[src/hdl/bcsf_pkg.sv]
`default_nettype none
package bcsf_pkg;

    typedef enum logic [2:0] {
        ST_IDLE,
        ST_SCAN,
        ST_DRAIN,
        ST_FIN,
        ST_EMPTY_OUT,
        ST_EM_RD,
        ST_EM_LD
    } bcsf_state_t;

    typedef enum logic [2:0] {
        CFG_IMAGE_WIDTH   = 3'd0,
        CFG_IMAGE_HEIGHT  = 3'd1,
        CFG_BORDER_OFFSET = 3'd2,
        CFG_MIN_AREA      = 3'd3,
        CFG_MAX_AREA      = 3'd4,
        CFG_NEAR_DISTANCE = 3'd5
    } bcsf_cfg_idx_t;

    localparam logic CMD_BOX       = 1'b0;
    localparam logic CMD_FRAME_END = 1'b1;
    localparam logic KIND_VERDICT  = 1'b0;
    localparam logic KIND_BOX      = 1'b1;

    localparam int NUM_PAIRS = 8;

    // corner pairs checked for nearness: bit i set selects the far corner (x2 or y2)
    localparam logic [NUM_PAIRS-1:0] PAIR_NX = 8'b0101_0000;
    localparam logic [NUM_PAIRS-1:0] PAIR_NY = 8'b0011_0100;
    localparam logic [NUM_PAIRS-1:0] PAIR_SX = 8'b1010_0010;
    localparam logic [NUM_PAIRS-1:0] PAIR_SY = 8'b1101_1000;

    localparam logic [11:0] RST_IMAGE_WIDTH   = 12'd640;
    localparam logic [11:0] RST_IMAGE_HEIGHT  = 12'd480;
    localparam logic [7:0]  RST_BORDER_OFFSET = 8'd20;
    localparam logic [24:0] RST_MIN_AREA      = 25'd2000;
    localparam logic [24:0] RST_MAX_AREA      = 25'd100000;
    localparam logic [7:0]  RST_NEAR_DISTANCE = 8'd4;

endpackage
`default_nettype wire

[src/hdl/bcsf_ram.sv]
`default_nettype none
module bcsf_ram #(
    parameter int WIDTH = 8,
    parameter int DEPTH = 16
) (
    input  wire logic                     clk,
    input  wire logic                     we,
    input  wire logic [$clog2(DEPTH)-1:0] waddr,
    input  wire logic [WIDTH-1:0]         wdata,
    input  wire logic                     re,
    input  wire logic [$clog2(DEPTH)-1:0] raddr,
    output      logic [WIDTH-1:0]         rdata
);

    logic [WIDTH-1:0] mem [DEPTH];

    always_ff @(posedge clk)
    begin
        if (we)
        begin
            mem[waddr] <= wdata;
        end
        if (re)
        begin
            rdata <= mem[raddr];
        end
    end

endmodule
`default_nettype wire

[src/hdl/box_candidate_suppression_filter.sv]
`default_nettype none
// Candidate box filter for one frame. A candidate (s_tuser = 0) yields one verdict
// once every stored box has been compared when the store holds boxes and the area is in
// range, and with no scan when the store is empty or the area is out of range. Every
// stored box is read from the box RAM, one per cycle, and checked for near corners and
// overlap in a two-stage compare pipeline. A frame end (s_tuser = 1) emits the stored
// boxes top first, each read through the single RAM read port once the output register
// is free, then clears the store; an empty store yields one box record, box_valid clear.
// The store is a RAM ring with a base pointer: a reversal is a flag flip, not a copy.
module box_candidate_suppression_filter #(
    parameter int MAX_BOXES  = 32,
    parameter int COORD_BITS = 12
) (
    input  wire logic clk,
    input  wire logic rst_n,
    // cfg
    input  wire logic        cfg_valid,
    output      logic        cfg_ready,
    input  wire logic [2:0]  cfg_index,
    input  wire logic [24:0] cfg_data,
    // input stream
    input  wire logic s_tvalid,
    output      logic s_tready,
    // box_x, box_y, box_width, box_height, area_doubled, zero pad
    input  wire logic [((4*COORD_BITS+26+7)/8)*8-1:0] s_tdata,
    // command
    input  wire logic s_tuser,
    // output stream
    output      logic m_tvalid,
    input  wire logic m_tready,
    // accepted, overflow, box_valid, out_x1, out_y1, out_x2, out_y2, zero pad
    output      logic [((4*COORD_BITS+5+7)/8)*8-1:0] m_tdata,
    // result_kind
    output      logic m_tuser,
    output      logic m_tlast
);
    import bcsf_pkg::*;

    localparam int C      = COORD_BITS;
    localparam int AW     = (MAX_BOXES > 1) ? $clog2(MAX_BOXES) : 1;
    localparam int DEPTH  = 1 << AW;
    localparam int CNTW   = $clog2(MAX_BOXES + 1);
    localparam int EW     = 4 * C + 2;
    localparam int OUT_BITS = 4 * C + 5;
    localparam int OUT_DW = ((OUT_BITS + 7) / 8) * 8;
    localparam int SW     = ((C + 1 > 12) ? C + 1 : 12) + 2;

    // configuration
    logic [11:0] img_w_reg, img_h_reg;
    logic [7:0]  border_reg, near_reg;
    logic [24:0] min_area_reg, max_area_reg;

    assign cfg_ready = 1'b1;

    always_ff @(posedge clk or negedge rst_n)
    begin
        if (!rst_n)
        begin
            img_w_reg    <= RST_IMAGE_WIDTH;
            img_h_reg    <= RST_IMAGE_HEIGHT;
            border_reg   <= RST_BORDER_OFFSET;
            min_area_reg <= RST_MIN_AREA;
            max_area_reg <= RST_MAX_AREA;
            near_reg     <= RST_NEAR_DISTANCE;
        end
        else if (cfg_valid)
        begin
            unique case (cfg_index)
                CFG_IMAGE_WIDTH:   img_w_reg    <= cfg_data[11:0];
                CFG_IMAGE_HEIGHT:  img_h_reg    <= cfg_data[11:0];
                CFG_BORDER_OFFSET: border_reg   <= cfg_data[7:0];
                CFG_MIN_AREA:      min_area_reg <= cfg_data;
                CFG_MAX_AREA:      max_area_reg <= cfg_data;
                CFG_NEAR_DISTANCE: near_reg     <= cfg_data[7:0];
                default: ;
            endcase
        end
    end

    // input unpacking
    logic [C-1:0]  in_x, in_y, in_w, in_h;
    logic [25:0]   in_area;
    logic [C:0]    in_x2, in_y2;
    logic          in_area_ok, in_border_ok;
    logic signed [SW-1:0] lo_s, rx_s, by_s;
    logic signed [SW-1:0] ix1_s, iy1_s, ix2_s, iy2_s;

    assign in_x    = s_tdata[C-1:0];
    assign in_y    = s_tdata[2*C-1:C];
    assign in_w    = s_tdata[3*C-1:2*C];
    assign in_h    = s_tdata[4*C-1:3*C];
    assign in_area = s_tdata[4*C+25:4*C];
    assign in_x2   = {1'b0, in_x} + {1'b0, in_w};
    assign in_y2   = {1'b0, in_y} + {1'b0, in_h};

    always_comb
    begin
        lo_s  = $signed({{(SW-8){1'b0}}, border_reg});
        rx_s  = $signed({{(SW-12){1'b0}}, img_w_reg}) - lo_s;
        by_s  = $signed({{(SW-12){1'b0}}, img_h_reg}) - lo_s;
        ix1_s = $signed({{(SW-C){1'b0}}, in_x});
        iy1_s = $signed({{(SW-C){1'b0}}, in_y});
        ix2_s = $signed({{(SW-C-1){1'b0}}, in_x2});
        iy2_s = $signed({{(SW-C-1){1'b0}}, in_y2});
        in_area_ok = (in_area < {max_area_reg, 1'b0}) && (in_area > {min_area_reg, 1'b0});
        in_border_ok = !(ix1_s >= rx_s || iy1_s >= by_s || ix2_s >= rx_s || iy2_s >= by_s ||
                         ix1_s <= lo_s || iy1_s <= lo_s || ix2_s <= lo_s || iy2_s <= lo_s);
    end

    // control and candidate state
    bcsf_state_t state_reg, state_next;
    logic [CNTW-1:0] count_reg, k_reg;
    logic [AW-1:0]   base_reg;
    logic            rev_reg;
    logic            area_ok_reg, border_ok_reg, conflict_reg;
    logic [C-1:0]    cx1_reg, cy1_reg;
    logic [C:0]      cx2_reg, cy2_reg;
    logic            v1_reg, v2_reg;

    logic out_valid_reg, out_free, in_xfer;
    logic out_load;
    logic out_kind_next, out_acc_next, out_ovf_next, out_bv_next, out_last_next;
    logic out_kind_reg, out_acc_reg, out_ovf_reg, out_bv_reg, out_last_reg;
    logic [C-1:0] out_x1_reg, out_y1_reg;
    logic [C:0]   out_x2_reg, out_y2_reg;

    assign out_free = !out_valid_reg || m_tready;
    assign s_tready = (state_reg == ST_IDLE);
    assign in_xfer  = s_tvalid && s_tready;

    // RAM
    logic          mem_we, mem_re;
    logic [AW-1:0] mem_waddr, mem_raddr;
    logic [EW-1:0] mem_wdata, mem_rdata;
    logic [CNTW-1:0] em_idx;
    logic          rev_new, keep, push;

    bcsf_ram #(
        .WIDTH(EW),
        .DEPTH(DEPTH)
    ) u_store (
        .clk  (clk),
        .we   (mem_we),
        .waddr(mem_waddr),
        .wdata(mem_wdata),
        .re   (mem_re),
        .raddr(mem_raddr),
        .rdata(mem_rdata)
    );

    // next state
    always_comb
    begin
        state_next = state_reg;
        unique case (state_reg)
            ST_IDLE:
            begin
                if (in_xfer)
                begin
                    if (s_tuser == CMD_FRAME_END)
                        state_next = (count_reg == '0) ? ST_EMPTY_OUT : ST_EM_RD;
                    else if (in_area_ok && count_reg != '0)
                        state_next = ST_SCAN;
                    else
                        state_next = ST_FIN;
                end
            end
            ST_SCAN:
            begin
                if (k_reg == count_reg - 1'b1)
                    state_next = ST_DRAIN;
            end
            ST_DRAIN:
            begin
                if (!v1_reg && !v2_reg)
                    state_next = ST_FIN;
            end
            ST_FIN:
            begin
                if (out_free)
                    state_next = ST_IDLE;
            end
            ST_EMPTY_OUT:
            begin
                if (out_free)
                    state_next = ST_IDLE;
            end
            ST_EM_RD:
            begin
                if (!out_valid_reg)
                    state_next = ST_EM_LD;
            end
            ST_EM_LD:
            begin
                state_next = (k_reg == count_reg - 1'b1) ? ST_IDLE : ST_EM_RD;
            end
            default: state_next = ST_IDLE;
        endcase
    end

    // outputs of the sequencer
    always_comb
    begin
        rev_new = rev_reg ^ (area_ok_reg && count_reg != '0);
        keep    = area_ok_reg && border_ok_reg && !conflict_reg;
        push    = keep && (count_reg < CNTW'(MAX_BOXES));
        em_idx  = rev_reg ? k_reg : (count_reg - 1'b1 - k_reg);

        mem_re    = 1'b0;
        mem_raddr = '0;
        mem_we    = 1'b0;
        mem_waddr = base_reg + count_reg[AW-1:0];
        mem_wdata = {cy2_reg, cx2_reg, cy1_reg, cx1_reg};
        out_load      = 1'b0;
        out_kind_next = KIND_VERDICT;
        out_acc_next  = 1'b0;
        out_ovf_next  = 1'b0;
        out_bv_next   = 1'b0;
        out_last_next = 1'b1;

        unique case (state_reg)
            ST_SCAN:
            begin
                mem_re    = 1'b1;
                mem_raddr = base_reg + k_reg[AW-1:0];
            end
            ST_FIN:
            begin
                if (out_free)
                begin
                    out_load     = 1'b1;
                    out_acc_next = push;
                    out_ovf_next = keep && !push;
                    mem_we       = push;
                    if (rev_new)
                        mem_waddr = base_reg - 1'b1;
                end
            end
            ST_EMPTY_OUT:
            begin
                out_load      = out_free;
                out_kind_next = KIND_BOX;
            end
            ST_EM_RD:
            begin
                mem_re    = !out_valid_reg;
                mem_raddr = base_reg + em_idx[AW-1:0];
            end
            ST_EM_LD:
            begin
                out_load      = 1'b1;
                out_kind_next = KIND_BOX;
                out_bv_next   = 1'b1;
                out_last_next = (k_reg == count_reg - 1'b1);
            end
            default: ;
        endcase
    end

    // compare pipeline: stage 1 differences and overlap, stage 2 squared distances
    logic [C-1:0] sx1, sy1;
    logic [C:0]   sx2, sy2;
    logic [NUM_PAIRS-1:0] small_d;
    logic [7:0] adx_d [NUM_PAIRS];
    logic [7:0] ady_d [NUM_PAIRS];
    logic       ovl_d;
    logic [NUM_PAIRS-1:0] small_reg;
    logic [7:0] adx_reg [NUM_PAIRS];
    logic [7:0] ady_reg [NUM_PAIRS];
    logic       ovl_reg;
    logic       near_hit;

    function automatic logic axis_ovl(input logic [C:0] a, input logic [C:0] a2,
                                      input logic [C:0] c, input logic [C:0] c2);
        return (c >= a && c2 <= a2) ||
               (c <= a && c2 >= a && c2 <= a2) ||
               (c <= a && a <= c2 && c <= a2 && a2 <= c2) ||
               (c >= a && c <= a2 && c2 >= a2);
    endfunction

    assign sx1 = mem_rdata[C-1:0];
    assign sy1 = mem_rdata[2*C-1:C];
    assign sx2 = mem_rdata[3*C:2*C];
    assign sy2 = mem_rdata[4*C+1:3*C+1];

    always_comb
    begin
        logic signed [SW-1:0] ax, ay, bx, bay, dx, dy;
        logic [SW-1:0] adx, ady, nd;
        nd = {{(SW-8){1'b0}}, near_reg};
        for (int i = 0; i < NUM_PAIRS; i++)
        begin
            ax  = PAIR_NX[i] ? $signed({{(SW-C-1){1'b0}}, cx2_reg})
                             : $signed({{(SW-C){1'b0}}, cx1_reg});
            ay  = PAIR_NY[i] ? $signed({{(SW-C-1){1'b0}}, cy2_reg})
                             : $signed({{(SW-C){1'b0}}, cy1_reg});
            bx  = PAIR_SX[i] ? $signed({{(SW-C-1){1'b0}}, sx2})
                             : $signed({{(SW-C){1'b0}}, sx1});
            bay = PAIR_SY[i] ? $signed({{(SW-C-1){1'b0}}, sy2})
                             : $signed({{(SW-C){1'b0}}, sy1});
            dx  = ax - bx;
            dy  = ay - bay;
            adx = dx[SW-1] ? SW'(-dx) : SW'(dx);
            ady = dy[SW-1] ? SW'(-dy) : SW'(dy);
            small_d[i] = (adx < nd) && (ady < nd);
            adx_d[i] = adx[7:0];
            ady_d[i] = ady[7:0];
        end
        ovl_d = axis_ovl({1'b0, cx1_reg}, cx2_reg, {1'b0, sx1}, sx2) &&
                axis_ovl({1'b0, cy1_reg}, cy2_reg, {1'b0, sy1}, sy2);
    end

    always_comb
    begin
        logic [16:0] dsq;
        logic [15:0] lim;
        lim = {8'd0, near_reg} * {8'd0, near_reg};
        near_hit = 1'b0;
        for (int i = 0; i < NUM_PAIRS; i++)
        begin
            dsq = {9'd0, adx_reg[i]} * {9'd0, adx_reg[i]} +
                  {9'd0, ady_reg[i]} * {9'd0, ady_reg[i]};
            if (small_reg[i] && dsq < {1'b0, lim})
                near_hit = 1'b1;
        end
    end

    always_ff @(posedge clk)
    begin
        small_reg <= small_d;
        adx_reg   <= adx_d;
        ady_reg   <= ady_d;
        ovl_reg   <= ovl_d;
    end

    // control registers
    always_ff @(posedge clk or negedge rst_n)
    begin
        if (!rst_n)
        begin
            state_reg    <= ST_IDLE;
            count_reg    <= '0;
            k_reg        <= '0;
            base_reg     <= '0;
            rev_reg      <= 1'b0;
            v1_reg       <= 1'b0;
            v2_reg       <= 1'b0;
            conflict_reg <= 1'b0;
            out_valid_reg <= 1'b0;
        end
        else
        begin
            state_reg <= state_next;
            v1_reg    <= (state_reg == ST_SCAN);
            v2_reg    <= v1_reg;
            if (v2_reg && (near_hit || ovl_reg))
                conflict_reg <= 1'b1;

            if (out_load)
                out_valid_reg <= 1'b1;
            else if (m_tready)
                out_valid_reg <= 1'b0;

            unique case (state_reg)
                ST_IDLE:
                begin
                    k_reg        <= '0;
                    conflict_reg <= 1'b0;
                end
                ST_SCAN:
                begin
                    k_reg <= k_reg + 1'b1;
                end
                ST_FIN:
                begin
                    if (out_free)
                    begin
                        rev_reg <= rev_new;
                        if (push)
                        begin
                            count_reg <= count_reg + 1'b1;
                            if (rev_new)
                                base_reg <= base_reg - 1'b1;
                        end
                    end
                end
                ST_EMPTY_OUT:
                begin
                    if (out_free)
                        rev_reg <= 1'b0;
                end
                ST_EM_LD:
                begin
                    if (k_reg == count_reg - 1'b1)
                    begin
                        count_reg <= '0;
                        rev_reg   <= 1'b0;
                    end
                    k_reg <= k_reg + 1'b1;
                end
                default: ;
            endcase
        end
    end

    // payload registers
    always_ff @(posedge clk)
    begin
        if (in_xfer)
        begin
            cx1_reg       <= in_x;
            cy1_reg       <= in_y;
            cx2_reg       <= in_x2;
            cy2_reg       <= in_y2;
            area_ok_reg   <= in_area_ok;
            border_ok_reg <= in_border_ok;
        end
        if (out_load)
        begin
            out_kind_reg <= out_kind_next;
            out_acc_reg  <= out_acc_next;
            out_ovf_reg  <= out_ovf_next;
            out_bv_reg   <= out_bv_next;
            out_last_reg <= out_last_next;
            if (out_bv_next)
            begin
                out_x1_reg <= sx1;
                out_y1_reg <= sy1;
                out_x2_reg <= sx2;
                out_y2_reg <= sy2;
            end
            else
            begin
                out_x1_reg <= '0;
                out_y1_reg <= '0;
                out_x2_reg <= '0;
                out_y2_reg <= '0;
            end
        end
    end

    assign m_tvalid = out_valid_reg;
    assign m_tuser  = out_kind_reg;
    assign m_tlast  = out_last_reg;
    assign m_tdata  = {{(OUT_DW-OUT_BITS){1'b0}}, out_y2_reg, out_x2_reg, out_y1_reg,
                       out_x1_reg, out_bv_reg, out_ovf_reg, out_acc_reg};

endmodule
`default_nettype wire
[config.mk]
export PLATFORM = sky130hd
export DESIGN_NAME = box_candidate_suppression_filter
export DESIGN_NICKNAME = d
export VERILOG_FILES = /design/src/hdl/bcsf_pkg.sv /design/src/hdl/bcsf_ram.sv /design/src/hdl/box_candidate_suppression_filter.sv
export SDC_FILE = /design/constraint.sdc
export NUM_CORES = 2
export LEC_CHECK = 0
export ABC_CLOCK_PERIOD_IN_PS = 9630
export BUFFER_PORTS_ARGS = -buffer_cell sky130_fd_sc_hd__buf_2
export CELL_PAD_IN_SITES_DETAIL_PLACEMENT = 1
export CELL_PAD_IN_SITES_GLOBAL_PLACEMENT = 2
export CORE_UTILIZATION = 46
export CTS_CLUSTER_DIAMETER = 80
export DETAILED_ROUTE_END_ITERATION = 8
export GPL_ROUTABILITY_DRIVEN = 0
export PLACE_DENSITY = 0.84
export SLEW_MARGIN = 5
export SYNTH_ARGS = -nofsm -noshare
export SYNTH_HDL_FRONTEND = slang
export SYNTH_HIERARCHICAL = 1
export SYNTH_SLANG_ARGS = --single-unit
[constraint.sdc]
create_clock -name clk -period 9.63 [get_ports clk]
set_clock_uncertainty 0.05 [all_clocks]
set_input_delay 1.926 -clock clk [delete_from_list [all_inputs] [get_ports clk]]
set_output_delay 1.926 -clock clk [all_outputs]
set_load 0.01 [all_outputs]
# Yosys cells after proc, flatten, opt, wreduce, memory -nomap -nowiden
# Memory sizes are Yosys's and may differ from the RTL's. A register that Yosys moved wholly into a read port is not among the register bits.
# Index checks and enable logic that the tools add are counted.
# classes
n_addsub	34
n_mul	8
n_lt_le_gt_ge	42
n_eq_ne	21
mux	52
n_bitwise	1
n_reduce_logical	87
# op_table
cell	n
$add A16 B16 Y17	8
$lt A17 B16 Y1	8
$mul A8 B8 Y16	8
$lt A15 B8 Y1	7
$mux W15	7
$neg A14 Y15	5
$ge A13 B13 Y1	4
$le A12 B13 Y1	4
$le A13 B13 Y1	4
$logic_and A1 B1 Y1	43
$neg A13 Y15	2
$ge A14 B13 Y1	2
$sub A12 B13 Y14	2
$sub A13 B12 Y14	2
$add A12 B12 Y13	2
$ge A13 B12 Y1	2
$gt A26 B26 Y1	1
$le A13 B8 Y1	2
$lt A26 B26 Y1	1
$sub A12 B12 Y13	2
$sub A12 B8 Y13	2
$ge A12 B12 Y1	2
$le A12 B12 Y1	2
$le A12 B8 Y1	2
other kinds (35)	121
# word_totals
reg_bits	287
ramBits	1600
inputBits	114
out_inout_bits	61
elab_cells	285
mem_count	1
# mem_list
name	depth	word_bits	read_ports	rd_ports_with_merged_regs	wr	line_no	source
u_store.mem	32	50	1	1	1	bcsf_ram.sv:15	logic [WIDTH-1:0] mem [DEPTH];

# Depth between registers and ports, before layout
# depth
word_depth	16
depth_mapped	41
ltp_nobuf	41

# Modules after synthesis
# Netlist, hierarchy kept.
# by_module_without_submodules
mod	n_inst	cells_per_inst	area_each_um2	seq_area_each_um2
bcsf_ram	1	3504	63731.1	49547.5
box_candidate_suppression_filter	1	4659	41134.5	7418.4

# Worst setup path after synthesis
# OpenSTA, ideal clock, no wires.
# synth_path
path_type	register -> register
start	register adx_reg[8] (netlist bit)
end	register conflict_reg
setup_time_ns	0.082
arrival_time_ns	8.118
t_required_ns	9.498
setup_slack_ns	1.381
path_stages_with_launch	42
path_buffers	0
period_less_slack_ns	8.249
cell_sequence	dfxtp_1 > and2_1 > xor2_1 > ha_1 > a21oi_1 > fa_1 > inv_1 > ha_1 > inv_1 > fa_1 > inv_1 > ha_1 > a21o_1 > a21oi_1 > xnor2_1 > inv_1 > fa_1 > fa_1 > [... 6 more ...] > inv_1 > o21bai_1 > a21oi_1 > nor2b_1 > o21a_1 > o31a_1 > o21ai_0 > a21oi_1 > xor2_1 > ha_1 > nand2b_1 > a2111oi_0 > nand3_1 > a31oi_1 > o21ai_0 > o211ai_1 > nor4b_1 > a31oi_1
# synth_between
elab_chain_cells	11
elab_cells_between_ends	14
cone_classes	add/sub (2); mul (1); order compare (2); mux (4); reduce/logical (5)
# synth_lines
element	line_no	source
start, declared	box_candidate_suppression_filter.sv:268	logic [7:0] adx_reg [NUM_PAIRS];
start signal, assigned	box_candidate_suppression_filter.sv:331	adx_reg <= adx_d;
$mul A8 B8 Y16 *	box_candidate_suppression_filter.sv:321	dsq = {9'd0, adx_reg[i]} * {9'd0, adx_reg[i]} +
$add A16 B16 Y17	-	
$lt A17 B16 Y1	-	
$logic_and A1 B1 Y1	-	
$mux W1 (2 in a row)	-	
$mux W1 * (2 in a row)	box_candidate_suppression_filter.sv:323	if (small_reg[i] && dsq < {1'b0, lim})
$logic_or A1 B1 Y1 *	box_candidate_suppression_filter.sv:356	if (v2_reg && (near_hit || ovl_reg))
$logic_and A1 B1 Y1 *	box_candidate_suppression_filter.sv:356	
$reduce_bool A2 Y1 (no line) *	-	
end signal, assigned	box_candidate_suppression_filter.sv:348	conflict_reg <= 1'b0;
end signal, assigned	box_candidate_suppression_filter.sv:357	conflict_reg <= 1'b1;
end signal, assigned	box_candidate_suppression_filter.sv:368	conflict_reg <= 1'b0;
end, declared	box_candidate_suppression_filter.sv:115	logic area_ok_reg, border_ok_reg, conflict_reg;
# Mark *: on every way between the ends. The rest lies on a longest branch, timed or not.
# A chain may end at the register's enable or synchronous reset.

# Worst setup path after layout
# layout_path
start	register adx_reg[10] (netlist bit)
end	register conflict_reg
# The elaborated chain is that of the path after synthesis.

==> results by group <==
Logic synthesis
  • Sequential fraction of the synthesis area: around 54%
  • Synth cell count leaders: edfxtp_1, mux2i_1, ha_1
  • Yosys reg bits: 1,937
  • Synth warn: 6
  • Post-synth top area cell: edfxtp_1
  • Cells after Synth: around 8,200
  • Asr flop ratio synth: about 6%
  • Synth Flop Type: edfxtp_1
  • Share of Yosys cell area claimed by the top area cell type: between 50 and 60%
  • Synth area leaders: edfxtp_1, ha_1, mux2i_1
  • Cell variety after synth: 96
  • Cell with the most instances after synthesis: edfxtp_1
  • EDFF count, synth: roughly 1,800
  • Avg Cell Area, Syn: approximately 13 sq um
  • Post-Synthesis Cell Area: roughly 100,000 sq um

STA
  • Final period util: 93.7%
  • RSZ-0062 raised after global routing: no
  • Fin. Hold Viols: 0
  • Slew headroom: 18.3%
  • Least-Margin Pin Slew: 1.22 ns
  • Setup TNS: 0 ns
  • Max-slew violation count: 0
  • Final setup violation count: 0
  • Fmax: between 0.1 and 0.15 GHz
  • Min Tclk post-route: 9.02 ns

Cells and area
  • Layout cells sized above 1: under 10%
  • Flip-flop count of the largest register after layout: approximately 1,600
  • Syn-to-layout area delta: 10.7%
  • Nets: approximately 9,600

Worst setup path
  • Critical path startpoint category: flip-flop
  • Crit path largest cell delay: ~0.55 ns
  • Worst setup EP type: flip-flop
  • Crit Path Category: reg -> reg
  • WP data arrival: between 9 and 10 ns
  • CP required: 10.34 ns
  • CP max stage cell: fa_1
  • Crit Path Max Fanout: 8
  • Cell mode on critical path: inv_1

GRT
  • Total global routing overflow: 0
  • GRT Total Usage: 28.0%
  • Vias in the first global route: about 73,000
  • Antenna violations before repair: 30
  • Largest net degree at the start of global routing: 107
  • First-pass GRT wire length: 474,000 um

Die
  • Core Area: 226,000 sq um
  • Horiz. Die Dim: 479 um
  • Initial Utilization: a little under half
  • Die Height: 479 um
  • Row cnt: about 170
  • Die area: ~230,000 sq um
  • Ports: 175

Clock tree
  • H-tree levels: 4
  • Clk buf depth: 3
  • Clk root buf: clkbuf_16
  • CTS sink count: between 1,500 and 2,000
  • Postcts setup bufs: 0
  • Clock slew at reported path FFs: approximately 0.060 ns
  • CTS buffer count: about 190
  • CTS tree: done
  • Clock Latency Late Sink: roughly 0.87 ns

Detailed routing
  • TritonRoute pass-1 iters: 5
  • # DRC: 0
  • DRT iter0 DRCs: 5,490
  • Via density: roughly 6
  • Vias: around 70,000
  • Final wirelength: roughly 320,000 um
  • Drt wl/cell: ~28 um
  • Routed Antenna Nets: 0

Run status
  • Status: completed

Min path
  • Hold crit path type: reg -> reg

Placement
  • Post-detail-place hpwl: between 200,000 and 250,000 um
  • # port buffers: 164

Flow run
  • Max Cap Viol: 0
==> cell type report <==
cell class | count | area, sq um
diodes | 9 | 22.5
clock buffers | 233 | 5040
clock inverters | 124 | 1460
fillers | 22800 | 110000
inverters | 612 | 2300
multi-input cells | 5360 | 44500
flip-flops and latches | 1937 | 57000
well taps | 2992 | 3740
repair buffers | 315 | 2110
==> cells by family (layout without fill, tap and decap cells) <==
| logic type | count (synthesis) | after routing | synth area share, % |
|---|---|---|---|
| xor gates and xnor gates | 380 | 380 | 3.17 |
| DFF | 1937 | 1937 | 54.3 |
| AOI/OAI and AO/OA | 1434 | 1434 | 8.97 |
| muxes | 879 | 879 | 8.47 |
| buffers and inverters | 876 | 1284 | 3.67 |
| other | 2 | 21 | 0.00716 |
| and+or+nand+nor | 1631 | 1631 | 7.47 |
| adders and majority gates | 1024 | 1024 | 13.9 |
==> through the flow <==
step / setup slack [ns] / hold slack (ns) / area (sq um) / std cells / utilization (%)
floorplan: 1.38 / 0.305 / 105000 / 8173 / -
global placement: 0.304 / 0.308 / 110000 / 11200 / 48.5
detailed placement: 0.172 / 0.333 / 110000 / 11200 / 48.5
CTS: 0.103 / 0.342 / 116000 / 11600 / 51.4
global route: 0.0112 / 0.354 / 116000 / 11600 / 51.4
finish: 0.605 / 0.340 / 116000 / 11600 / 51.4
==> per-layer routing <==
metal	global-route usage (%)	vias up	part of all wire, %
met5	0	-	0.010
met2	48.4	2361	49
met3	3.97	644	6.2
li1	-	30600	-
met4	12.4	6	4.6
met1	34.8	35300	40
==> worst paths after layout <==
check | from | to | slack, ns | depth (start not counted)
setup / recovery | adx_reg[10]$_DFF_P_ | conflict_reg$_DFFE_PN0P_ | 0.61 | 38
hold / removal | v1_reg$_DFF_PN0_ | v2_reg$_DFF_PN0_ | 0.34 | 0
setup reg to reg | adx_reg[10]$_DFF_P_ | conflict_reg$_DFFE_PN0P_ | 0.61 | 38
hold reg to reg | v1_reg$_DFF_PN0_ | v2_reg$_DFF_PN0_ | 0.34 | 0
max in group asynchronous | rst_n | near_reg[4]$_DFFE_PN0P_ | 6.99 | 2
min in group asynchronous | rst_n | min_area_reg[12]$_DFFE_PN0P_ | 1.09 | 1
==> what timing repair did <==
action                                  4_1_cts  5_1_grt
endpoints found under the setup margin        0        1
gates resized for setup                       0       11
hold buffers                                  0        0
==> cells in the final DEF (no fill, tap or decap), types with 25 or more instances in the layout <==
cell and instances:
clkbuf_16 193, a211oi_1 31, o21a_1 68, ha_1 788, fa_1 236, a22o_1 102, clkinv_1 40, mux2i_1 810
buf_2 163, dfxtp_1 62, nand3_1 206, mux2_2 69, nand2b_1 54, nor2_4 33, clkbuf_1 34, edfxtp_1 1757
nor2b_1 79, nand4_1 49, nor2_1 368, xor2_1 119, a22oi_1 154, o21bai_1 44, a21oi_1 414, dfrtp_1 94
and3_1 25, nor3_1 140, inv_1 612, clkinv_2 29, a31oi_1 73, and2_1 125, o21ai_0 226, nand2_1 426
buf_4 140, xnor2_1 259, a21o_1 113
==> worst max-delay path: cells and delay by family (launching register included) <==
family	cells	cell delay, ns
flip-flops	1	0.52
adder cells (fa/ha/maj)	10	4.37
AND/OR/NAND/NOR	5	0.61
buffers and inverters	8	0.52
AO/OA/AOI/OAI	11	2.03
XOR/XNOR	4	0.79
Power is not shown: default switching activity piles up to over one toggle a cycle in this logic, so the estimate is an artifact.
